**src/rtl/lpc_pkg.sv**
```systemverilog
package lpc_pkg;

	localparam int CORDIC_STEPS_DEF = 16;
	localparam int ATAN_ENTRIES     = 24;
	localparam int ATAN_IDX_W       = 5;
	localparam int ATAN_W           = 30;

	localparam int RANGE_W = 16;
	localparam int ANGLE_W = 32;
	localparam int COORD_W = 17;
	localparam int X0_W    = 46;  // 16-bit range times Q30 gain
	localparam int ACC_W   = 48;  // rotated vector, Q30
	localparam int Z_W     = 34;

	localparam int CFG_IDX_W  = 8;
	localparam int CFG_DATA_W = 32;

	localparam int QUEUE_DEPTH = 2;

	localparam logic [29:0] GAIN_Q30 = 30'd652032874;
	localparam logic [15:0] MAX_RANGE_RST = 16'hFFFF;

	typedef enum logic [CFG_IDX_W-1:0] {
		REG_START_ANGLE = 8'd0,
		REG_ANGLE_STEP  = 8'd1,
		REG_MIN_RANGE   = 8'd2,
		REG_MAX_RANGE   = 8'd3
	} reg_idx_t;

	typedef struct packed {
		logic                  valid;
		logic [CFG_IDX_W-1:0]  index;
		logic [CFG_DATA_W-1:0] data;
	} cfg_wr_t;

	// one accepted point waiting for rotation
	typedef struct packed {
		logic                      flip;
		logic signed [ANGLE_W-1:0] z;
		logic [X0_W-1:0]           x0;
	} work_item_t;

	function automatic logic [ATAN_W-1:0] atan_turn(input logic [ATAN_IDX_W-1:0] idx);
		logic [ATAN_W-1:0] v;
		case (idx)
			5'd0:  v = 30'd536870912;
			5'd1:  v = 30'd316933406;
			5'd2:  v = 30'd167458907;
			5'd3:  v = 30'd85004756;
			5'd4:  v = 30'd42667331;
			5'd5:  v = 30'd21354465;
			5'd6:  v = 30'd10679838;
			5'd7:  v = 30'd5340245;
			5'd8:  v = 30'd2670163;
			5'd9:  v = 30'd1335087;
			5'd10: v = 30'd667544;
			5'd11: v = 30'd333772;
			5'd12: v = 30'd166886;
			5'd13: v = 30'd83443;
			5'd14: v = 30'd41722;
			5'd15: v = 30'd20861;
			5'd16: v = 30'd10430;
			5'd17: v = 30'd5215;
			5'd18: v = 30'd2608;
			5'd19: v = 30'd1304;
			5'd20: v = 30'd652;
			5'd21: v = 30'd326;
			5'd22: v = 30'd163;
			5'd23: v = 30'd81;
			default: v = '0;
		endcase
		return v;
	endfunction

endpackage

```
**src/rtl/lpc_queue.sv**
```systemverilog
module lpc_queue (
	input  logic                    clk,
	input  logic                    arst_n,
	input  logic                    push,
	input  lpc_pkg::work_item_t     wdata,
	output logic                    full,
	input  logic                    pop,
	output lpc_pkg::work_item_t     rdata,
	output logic                    empty
);

	localparam int DEPTH = lpc_pkg::QUEUE_DEPTH;
	localparam int PTR_W = (DEPTH > 1) ? $clog2(DEPTH) : 1;
	localparam int CNT_W = $clog2(DEPTH + 1);

	lpc_pkg::work_item_t mem_q [DEPTH];
	logic [PTR_W-1:0] wr_ptr_q;
	logic [PTR_W-1:0] rd_ptr_q;
	logic [CNT_W-1:0] count_q;

	logic do_push;
	logic do_pop;

	assign full    = (count_q == CNT_W'(DEPTH));
	assign empty   = (count_q == '0);
	assign do_push = push && !full;
	assign do_pop  = pop && !empty;
	assign rdata   = mem_q[rd_ptr_q];

	function automatic logic [PTR_W-1:0] next_ptr(input logic [PTR_W-1:0] p);
		return (p == PTR_W'(DEPTH - 1)) ? '0 : p + 1'b1;
	endfunction

	always_ff @(posedge clk) begin
		if (do_push) begin
			mem_q[wr_ptr_q] <= wdata;
		end
	end

	always_ff @(posedge clk or negedge arst_n) begin
		if (!arst_n) begin
			wr_ptr_q <= '0;
			rd_ptr_q <= '0;
			count_q  <= '0;
		end else begin
			if (do_push) begin
				wr_ptr_q <= next_ptr(wr_ptr_q);
			end
			if (do_pop) begin
				rd_ptr_q <= next_ptr(rd_ptr_q);
			end
			case ({do_push, do_pop})
				2'b10:   count_q <= count_q + 1'b1;
				2'b01:   count_q <= count_q - 1'b1;
				default: count_q <= count_q;
			endcase
		end
	end

endmodule

```
**src/rtl/lpc_front.sv**
```systemverilog
module lpc_front (
	input  logic                                clk,
	input  logic                                arst_n,
	input  lpc_pkg::cfg_wr_t                    cfg_wr,
	input  logic                                in_valid,
	output logic                                in_stall,
	input  logic [lpc_pkg::RANGE_W-1:0]         range_mm,
	input  logic                                scan_start,
	output logic                                push,
	output lpc_pkg::work_item_t                 push_item,
	input  logic                                queue_full
);

	logic [lpc_pkg::ANGLE_W-1:0] start_angle_q;
	logic [lpc_pkg::ANGLE_W-1:0] angle_step_q;
	logic [lpc_pkg::RANGE_W-1:0] min_range_q;
	logic [lpc_pkg::RANGE_W-1:0] max_range_q;
	logic [lpc_pkg::ANGLE_W-1:0] phase_acc_q;

	logic                        accept;
	logic [lpc_pkg::ANGLE_W-1:0] angle;
	logic                        in_window;
	logic                        flip;

	assign in_stall  = queue_full;
	assign accept    = in_valid && !queue_full;
	assign angle     = scan_start ? start_angle_q : phase_acc_q;
	assign in_window = (range_mm != '0) && (range_mm >= min_range_q)
		&& (range_mm <= max_range_q);

	// second and third quadrant: rotate by half a turn, negate the result
	assign flip = angle[31] ^ angle[30];

	assign push             = accept && in_window;
	assign push_item.flip   = flip;
	assign push_item.z      = $signed({angle[31] ^ flip, angle[30:0]});
	assign push_item.x0     = lpc_pkg::X0_W'(range_mm) * lpc_pkg::X0_W'(lpc_pkg::GAIN_Q30);

	always_ff @(posedge clk or negedge arst_n) begin
		if (!arst_n) begin
			start_angle_q <= '0;
			angle_step_q  <= '0;
			min_range_q   <= '0;
			max_range_q   <= lpc_pkg::MAX_RANGE_RST;
			phase_acc_q   <= '0;
		end else begin
			if (cfg_wr.valid) begin
				case (cfg_wr.index)
					lpc_pkg::REG_START_ANGLE: start_angle_q <= cfg_wr.data;
					lpc_pkg::REG_ANGLE_STEP:  angle_step_q  <= cfg_wr.data;
					lpc_pkg::REG_MIN_RANGE:   min_range_q   <= cfg_wr.data[15:0];
					lpc_pkg::REG_MAX_RANGE:   max_range_q   <= cfg_wr.data[15:0];
					default: ;
				endcase
			end
			if (accept) begin
				phase_acc_q <= angle + angle_step_q;
			end
		end
	end

endmodule

```
**src/rtl/lpc_back.sv**
```systemverilog
module lpc_back #(
	parameter int CORDIC_STEPS = lpc_pkg::CORDIC_STEPS_DEF
) (
	input  logic                                clk,
	input  logic                                arst_n,
	input  logic                                queue_empty,
	input  lpc_pkg::work_item_t                 pop_item,
	output logic                                pop,
	output logic                                out_valid,
	input  logic                                out_stall,
	output logic signed [lpc_pkg::COORD_W-1:0]  x_mm,
	output logic signed [lpc_pkg::COORD_W-1:0]  y_mm
);

	localparam int STEPS = (CORDIC_STEPS > lpc_pkg::ATAN_ENTRIES) ?
		lpc_pkg::ATAN_ENTRIES : CORDIC_STEPS;
	localparam int CNT_W = (STEPS > 1) ? $clog2(STEPS) : 1;
	localparam int ACC_W = lpc_pkg::ACC_W;
	localparam int Z_W   = lpc_pkg::Z_W;
	localparam int RND_W = ACC_W - 30;

	typedef enum logic [2:0] {
		ST_IDLE = 3'b001,
		ST_ROT  = 3'b010,
		ST_RND  = 3'b100
	} state_t;

	state_t                    state_q;
	logic [CNT_W-1:0]          cnt_q;
	logic signed [ACC_W-1:0]   x_q;
	logic signed [ACC_W-1:0]   y_q;
	logic signed [Z_W-1:0]     z_q;
	logic                      flip_q;
	logic                      out_valid_q;
	logic signed [lpc_pkg::COORD_W-1:0] x_out_q;
	logic signed [lpc_pkg::COORD_W-1:0] y_out_q;

	logic signed [ACC_W-1:0]   dx;
	logic signed [ACC_W-1:0]   dy;
	logic signed [Z_W-1:0]     atan;
	logic                      out_free;
	logic signed [lpc_pkg::COORD_W-1:0] x_fin;
	logic signed [lpc_pkg::COORD_W-1:0] y_fin;

	assign pop       = (state_q == ST_IDLE) && !queue_empty;
	assign dx        = y_q >>> cnt_q;
	assign dy        = x_q >>> cnt_q;
	assign atan      = $signed({{(Z_W - lpc_pkg::ATAN_W){1'b0}},
		lpc_pkg::atan_turn(lpc_pkg::ATAN_IDX_W'(cnt_q))});
	assign out_free  = !out_valid_q || !out_stall;
	assign out_valid = out_valid_q;
	assign x_mm      = x_out_q;
	assign y_mm      = y_out_q;

	// round half up from Q30, clamp to +-65535, then undo the fold
	function automatic logic signed [lpc_pkg::COORD_W-1:0] finish(
		input logic signed [ACC_W-1:0] v,
		input logic                    neg
	);
		logic signed [ACC_W-1:0] vr;
		logic signed [RND_W-1:0] q;
		logic signed [lpc_pkg::COORD_W-1:0] s;
		vr = v + ACC_W'(64'sd536870912);
		q  = vr[ACC_W-1:30];
		if (q > RND_W'(65535)) begin
			s = 17'sd65535;
		end else if (q < -RND_W'(65535)) begin
			s = -17'sd65535;
		end else begin
			s = q[lpc_pkg::COORD_W-1:0];
		end
		return neg ? -s : s;
	endfunction

	assign x_fin = finish(x_q, flip_q);
	assign y_fin = finish(y_q, flip_q);

	always_ff @(posedge clk) begin
		case (state_q)
			ST_IDLE: begin
				x_q    <= $signed({{(ACC_W - lpc_pkg::X0_W){1'b0}}, pop_item.x0});
				y_q    <= '0;
				z_q    <= Z_W'(pop_item.z);
				flip_q <= pop_item.flip;
			end
			ST_ROT: begin
				if (!z_q[Z_W-1]) begin
					x_q <= x_q - dx;
					y_q <= y_q + dy;
					z_q <= z_q - atan;
				end else begin
					x_q <= x_q + dx;
					y_q <= y_q - dy;
					z_q <= z_q + atan;
				end
			end
			default: ;
		endcase
		if (state_q == ST_RND && out_free) begin
			x_out_q <= x_fin;
			y_out_q <= y_fin;
		end
	end

	always_ff @(posedge clk or negedge arst_n) begin
		if (!arst_n) begin
			state_q     <= ST_IDLE;
			cnt_q       <= '0;
			out_valid_q <= 1'b0;
		end else begin
			case (state_q)
				ST_IDLE: begin
					cnt_q <= '0;
					if (!queue_empty) begin
						state_q <= ST_ROT;
					end
				end
				ST_ROT: begin
					if (cnt_q == CNT_W'(STEPS - 1)) begin
						state_q <= ST_RND;
					end else begin
						cnt_q <= cnt_q + 1'b1;
					end
				end
				ST_RND: begin
					if (out_free) begin
						state_q <= ST_IDLE;
					end
				end
				default: state_q <= ST_IDLE;
			endcase
			if (state_q == ST_RND && out_free) begin
				out_valid_q <= 1'b1;
			end else if (!out_stall) begin
				out_valid_q <= 1'b0;
			end
		end
	end

endmodule

```
**src/rtl/lidar_polar_to_cartesian.sv**
```systemverilog
// channel  dir  valid      stall / ready   payload
// in       in   in_valid   in_stall        range_mm[15:0], scan_start
// out      out  out_valid  out_stall       x_mm[16:0], y_mm[16:0] (signed)
// cfg      in   cfg_valid  cfg_ready       cfg_index[7:0], cfg_data[31:0]
//
// An input item is taken whenever the front is not stalling; the front stalls only
// when the two-entry queue is full. Each point passes through the shared CORDIC
// rotator (load, one iteration per cycle, round), and the rotator takes a new point
// only once the last one is rounded into the output register; rejected samples
// never enter the queue. Reset clears config to its defaults, the phase and
// the queue. A stalled result sits in the output register while the next one
// rotates.
module lidar_polar_to_cartesian #(
	parameter int CORDIC_STEPS = lpc_pkg::CORDIC_STEPS_DEF
) (
	input  logic                                clk,
	input  logic                                arst_n,
	input  logic                                in_valid,
	output logic                                in_stall,
	input  logic [lpc_pkg::RANGE_W-1:0]         range_mm,
	input  logic                                scan_start,
	output logic                                out_valid,
	input  logic                                out_stall,
	output logic signed [lpc_pkg::COORD_W-1:0]  x_mm,
	output logic signed [lpc_pkg::COORD_W-1:0]  y_mm,
	input  logic                                cfg_valid,
	output logic                                cfg_ready,
	input  logic [lpc_pkg::CFG_IDX_W-1:0]       cfg_index,
	input  logic [lpc_pkg::CFG_DATA_W-1:0]      cfg_data
);

	lpc_pkg::cfg_wr_t    cfg_wr;
	lpc_pkg::work_item_t push_item;
	lpc_pkg::work_item_t pop_item;
	logic push;
	logic pop;
	logic queue_full;
	logic queue_empty;

	assign cfg_ready    = 1'b1;
	assign cfg_wr.valid = cfg_valid && cfg_ready;
	assign cfg_wr.index = cfg_index;
	assign cfg_wr.data  = cfg_data;

	lpc_front u_front (
		.clk        (clk),
		.arst_n     (arst_n),
		.cfg_wr     (cfg_wr),
		.in_valid   (in_valid),
		.in_stall   (in_stall),
		.range_mm   (range_mm),
		.scan_start (scan_start),
		.push       (push),
		.push_item  (push_item),
		.queue_full (queue_full)
	);

	lpc_queue u_queue (
		.clk    (clk),
		.arst_n (arst_n),
		.push   (push),
		.wdata  (push_item),
		.full   (queue_full),
		.pop    (pop),
		.rdata  (pop_item),
		.empty  (queue_empty)
	);

	lpc_back #(
		.CORDIC_STEPS (CORDIC_STEPS)
	) u_back (
		.clk         (clk),
		.arst_n      (arst_n),
		.queue_empty (queue_empty),
		.pop_item    (pop_item),
		.pop         (pop),
		.out_valid   (out_valid),
		.out_stall   (out_stall),
		.x_mm        (x_mm),
		.y_mm        (y_mm)
	);

endmodule

```
**config.mk**
```make
export PLATFORM = sky130hd
export DESIGN_NAME = lidar_polar_to_cartesian
export DESIGN_NICKNAME = d
export VERILOG_FILES = /design/src/rtl/lpc_pkg.sv /design/src/rtl/lpc_queue.sv /design/src/rtl/lpc_front.sv /design/src/rtl/lpc_back.sv /design/src/rtl/lidar_polar_to_cartesian.sv
export SDC_FILE = /design/constraint.sdc
export NUM_CORES = 2
export LEC_CHECK = 0
export BUFFER_PORTS_ARGS = -buffer_cell sky130_fd_sc_hd__buf_4
export CAP_MARGIN = 20
export CELL_PAD_IN_SITES_DETAIL_PLACEMENT = 1
export CELL_PAD_IN_SITES_GLOBAL_PLACEMENT = 1
export CORE_ASPECT_RATIO = 0.7
export CORE_MARGIN = 8
export CORE_UTILIZATION = 43
export CTS_CLUSTER_DIAMETER = 30
export DETAILED_ROUTE_END_ITERATION = 16
export GPL_ROUTABILITY_DRIVEN = 0
export HOLD_SLACK_MARGIN = 0.15
export PLACE_DENSITY = 0.79
export RECOVER_POWER = 100
export SETUP_SLACK_MARGIN = 0.05
export SYNTH_ARGS = -nofsm -noshare
export SYNTH_HDL_FRONTEND = slang
export SYNTH_SLANG_ARGS = --single-unit
```
**constraint.sdc**
```tcl
create_clock -name clk -period 10.2 [get_ports clk]
set_input_delay 2.04 -clock clk [delete_from_list [all_inputs] [get_ports clk]]
set_output_delay 2.04 -clock clk [all_outputs]
set_load 0.005 [all_outputs]
```
==> reports/results.ini <==
[clock_network]
cts_setup_buffers = 0
cts_root_buf = clkbuf_16
clock_path_buffers = 3
cts_hold_buf = 0
h-tree-depth = 3
cts.sinks = 459
numCtsBuffers = 88
cts_resized = 0
cts_tree = done
clk_latency_ns = 0.68
clkTransAtPathRegs_ns = 0.05

[timing]
slew_headroom = -1.733
rsz0062_at_grt = no
fmax_mhz = 111.4
period_needed_ns = 8.979
clock_skew_ns = 0.05983
tns_ns = 0
finalCritPeriodShare = 0.8803
final-max-slew-violation-count = 707
setup_viol_count_final = 0
hold_viol = 0
worst_pin_slew_ns = 4.099

[detailed_routing]
ant_nets = 0
wl_per_cell_um = 23.33
avgViaCountPerCell = 6.024
vias = 36250
drt_iter0_markers = 2877
route.detailed.drc = 0
dr.pass1.iters = 5
drt_wl_total_mm = 140.4

[synthesis]
synthesis.area_um2 = 45010
synth_cell_types = 100
ys_seq_elements = 459
synth_edf_count = 319
ys_seq_area_frac = 0.2912
async_flop_share = 0.3050
synth_flop_cell = edfxtp_1
yosys_warnings = 0
syn_avg_cell_area_um2 = 9.837
synthCells = 4575
syn_nets = 5187

[global_routing]
grt_overflow = 0
grt_pass1_wl_mm = 220.8
grtUsageMet2 = 0.3833
grtUsageMet3 = 0.04392
grt_max_degree = 100
antenna_found_initial = 1
grtUsageMet1 = 0.3278
grt-busiest-layer = met2
grt_pass1_vias = 38130
grt_util_all_layers = 0.2368

[setup_path]
arrival_ns = 9.30
end_kind = flip-flop
worst_setup_path_start_kind = flip-flop
required_ns = 10.53
critPathMaxFanout = 56
worstSetupPathType = reg -> reg

[final_layout]
areaGrowthSynthToFinish_pct = 10.38
diodes = 0
num-nets-final = 5193
layout-drive-gt1-share = 0.1218
postLayoutCellArea_um2 = 49680

[die]
rows = 99
die-width_um = 402.7
ioPinCount = 99
coreArea_um2 = 104100
dieHeight_um = 286.7
die_area_um2 = 115400
initial_utilization = 0.4325

[placement]
hpwl_mm = 105.9
numPortBuffers = 97
postPlaceCellArea_um2 = 46840

[min_path]
hp-class = reg -> reg

[job]
cap_viol_max_count = 16

[run_status]
violations = capacitance limit, slew limit
status = finished with violations

worst max-delay path, cell delays in order, from the launching register on:
cell and delay [ns]:
dfrtp_1 1.68, inv_1 0.99, buf_4 0.58, nand2_1 0.58, nor2_1 0.12, a221o_1 0.40, nor4b_4 0.52, o2111a_1 0.30
nand2_1 0.06, nand2_1 0.07, xor2_1 0.28, ha_1 0.37, a21oi_1 0.24, o21ai_0 0.12, a21oi_1 0.22, nor2_1 0.07
a221oi_1 0.47, o31ai_1 0.28, a2111oi_0 0.71, o31ai_1 0.22, xnor2_1 0.17, nor2_1 0.05
layout by cell type (no fill, tap or decap), types with 46 or more instances in the layout:
cell	instances
xnor2_1	213
o21ai_0	295
nand2_1	324
nand3_1	87
dfrtp_1	120
nand4_1	48
edfxtp_1	319
ha_1	377
clkbuf_16	89
inv_1	386
fa_1	173
xor2_1	154
mux2i_1	150
nand2b_1	46
a31oi_1	53
clkbuf_1	51
nor3_1	54
nor2_1	277
a21oi_1	300
a21o_1	118
mux2_2	159
buf_4	73
mux4_2	110
cells in the mapped netlist, types with 8 or more instances:
library cell	instances	share of area
inv_1	386	0.032
ha_1	377	0.10
nand2_1	325	0.027
edfxtp_1	319	0.21
a21oi_1	300	0.033
o21ai_0	295	0.033
nor2_1	278	0.023
xnor2_1	213	0.041
mux2_2	193	0.048
fa_1	173	0.077
xor2_1	154	0.030
mux2i_1	150	0.033
clkbuf_1	132	0.011
dfrtp_1	123	0.068
a21o_1	118	0.020
mux4_2	110	0.055
nand3_1	87	0.0097
nor3_1	54	0.0060
a31oi_1	53	0.0074
nand4_1	48	0.0067
nand2b_1	46	0.0064
nor2b_1	41	0.0057
o21a_1	41	0.0068
and3_1	35	0.0049
and2_1	34	0.0047
buf_1	33	0.0028
a211oi_1	32	0.0053
buf_2	29	0.0032
o21bai_1	29	0.0048
o211ai_1	22	0.0037
o31ai_1	21	0.0035
or3_1	19	0.0026
buf_4	18	0.0030
dfstp_2	17	0.0099
nor4_1	16	0.0022
or2_2	16	0.0022
and4_1	14	0.0027
nor3b_1	14	0.0023
a21boi_0	13	0.0022
a2111oi_0	11	0.0021
a311oi_1	11	0.0021
a22oi_1	10	0.0017
a31o_2	9	0.0018
nand3b_1	8	0.0013
o22ai_1	8	0.0011
logic make-up (layout without fill, tap and decap cells):
group / after synthesis / after routing / share of synthesized area
other: 1 / 1 / 0.00008332
adder cells (fa/ha/maj): 555 / 555 / 0.1829
AO/OA/AOI/OAI: 1059 / 1059 / 0.1467
AND/OR/NAND/NOR: 1073 / 1073 / 0.1167
multiplexers: 455 / 455 / 0.1373
buffers and inverters: 605 / 684 / 0.05343
XOR/XNOR: 368 / 368 / 0.07178
flip-flops: 459 / 459 / 0.2912
area by class of cell:
cell class | count | area (µm²)
Fill cell | 11610 | 54370
Multi-Input combinational cell | 3511 | 29500
Timing Repair Buffer | 132 | 892.1
Inverter | 389 | 1460
Sequential cell | 459 | 13120
Clock buffer | 109 | 2322
Tap cell | 1363 | 1705
Clock inverter | 54 | 684.4
flip-flops by register name (all words and copies together) (netlist names), 2 cells and up:
name                   cells
u_back.state_q             3
u_queue.mem_q            154
u_queue.count_q            2
u_back.x_q                48
u_back.cnt_q               4
u_back.y_mm               17
u_front.max_range_q       16
u_front.min_range_q       16
u_back.z_q                34
u_back.y_q                48
u_front.start_angle_q     32
u_front.angle_step_q      32
u_front.phase_acc_q       32
u_back.x_mm               17
worst paths after layout:
kind / start / end / slack, ns / cells past startpoint
worst max-delay path: u_back.cnt_q[2] / u_back.y_q[46] / 1.22 / 21
worst min-delay path: u_front.phase_acc_q[29] / u_front.phase_acc_q[29] / 0.47 / 2
worst max register to register: u_back.cnt_q[2] / u_back.y_q[46] / 1.22 / 21
worst min register to register: u_front.phase_acc_q[29] / u_front.phase_acc_q[29] / 0.47 / 2
max in group asynchronous: arst_n / u_front.min_range_q[8] / 2.32 / 2
min in group asynchronous: arst_n / u_front.phase_acc_q[24] / 2.62 / 1
through the flow:
stage	std cells	setup slack (ns)	util	hold slack (ns)
floorplan	4575	2.527	-	0.4446
global placement	5852	1.641	0.4502	0.4564
detailed placement	5852	1.248	0.4502	0.4669
CTS	6015	2.050	0.4791	0.4785
global route	6017	0.7801	0.4775	0.5026
finish	6017	1.221	0.4775	0.4728
layer usage:
metal  vias up  routed length (µm)
met5         -                  12
met3       232                9859
li1      16540                   -
met4         2                3370
met1     18290               62750
met2      1178               64380
Power is not shown: default switching activity piles up to over one toggle a cycle in this logic, so the estimate is an artifact.
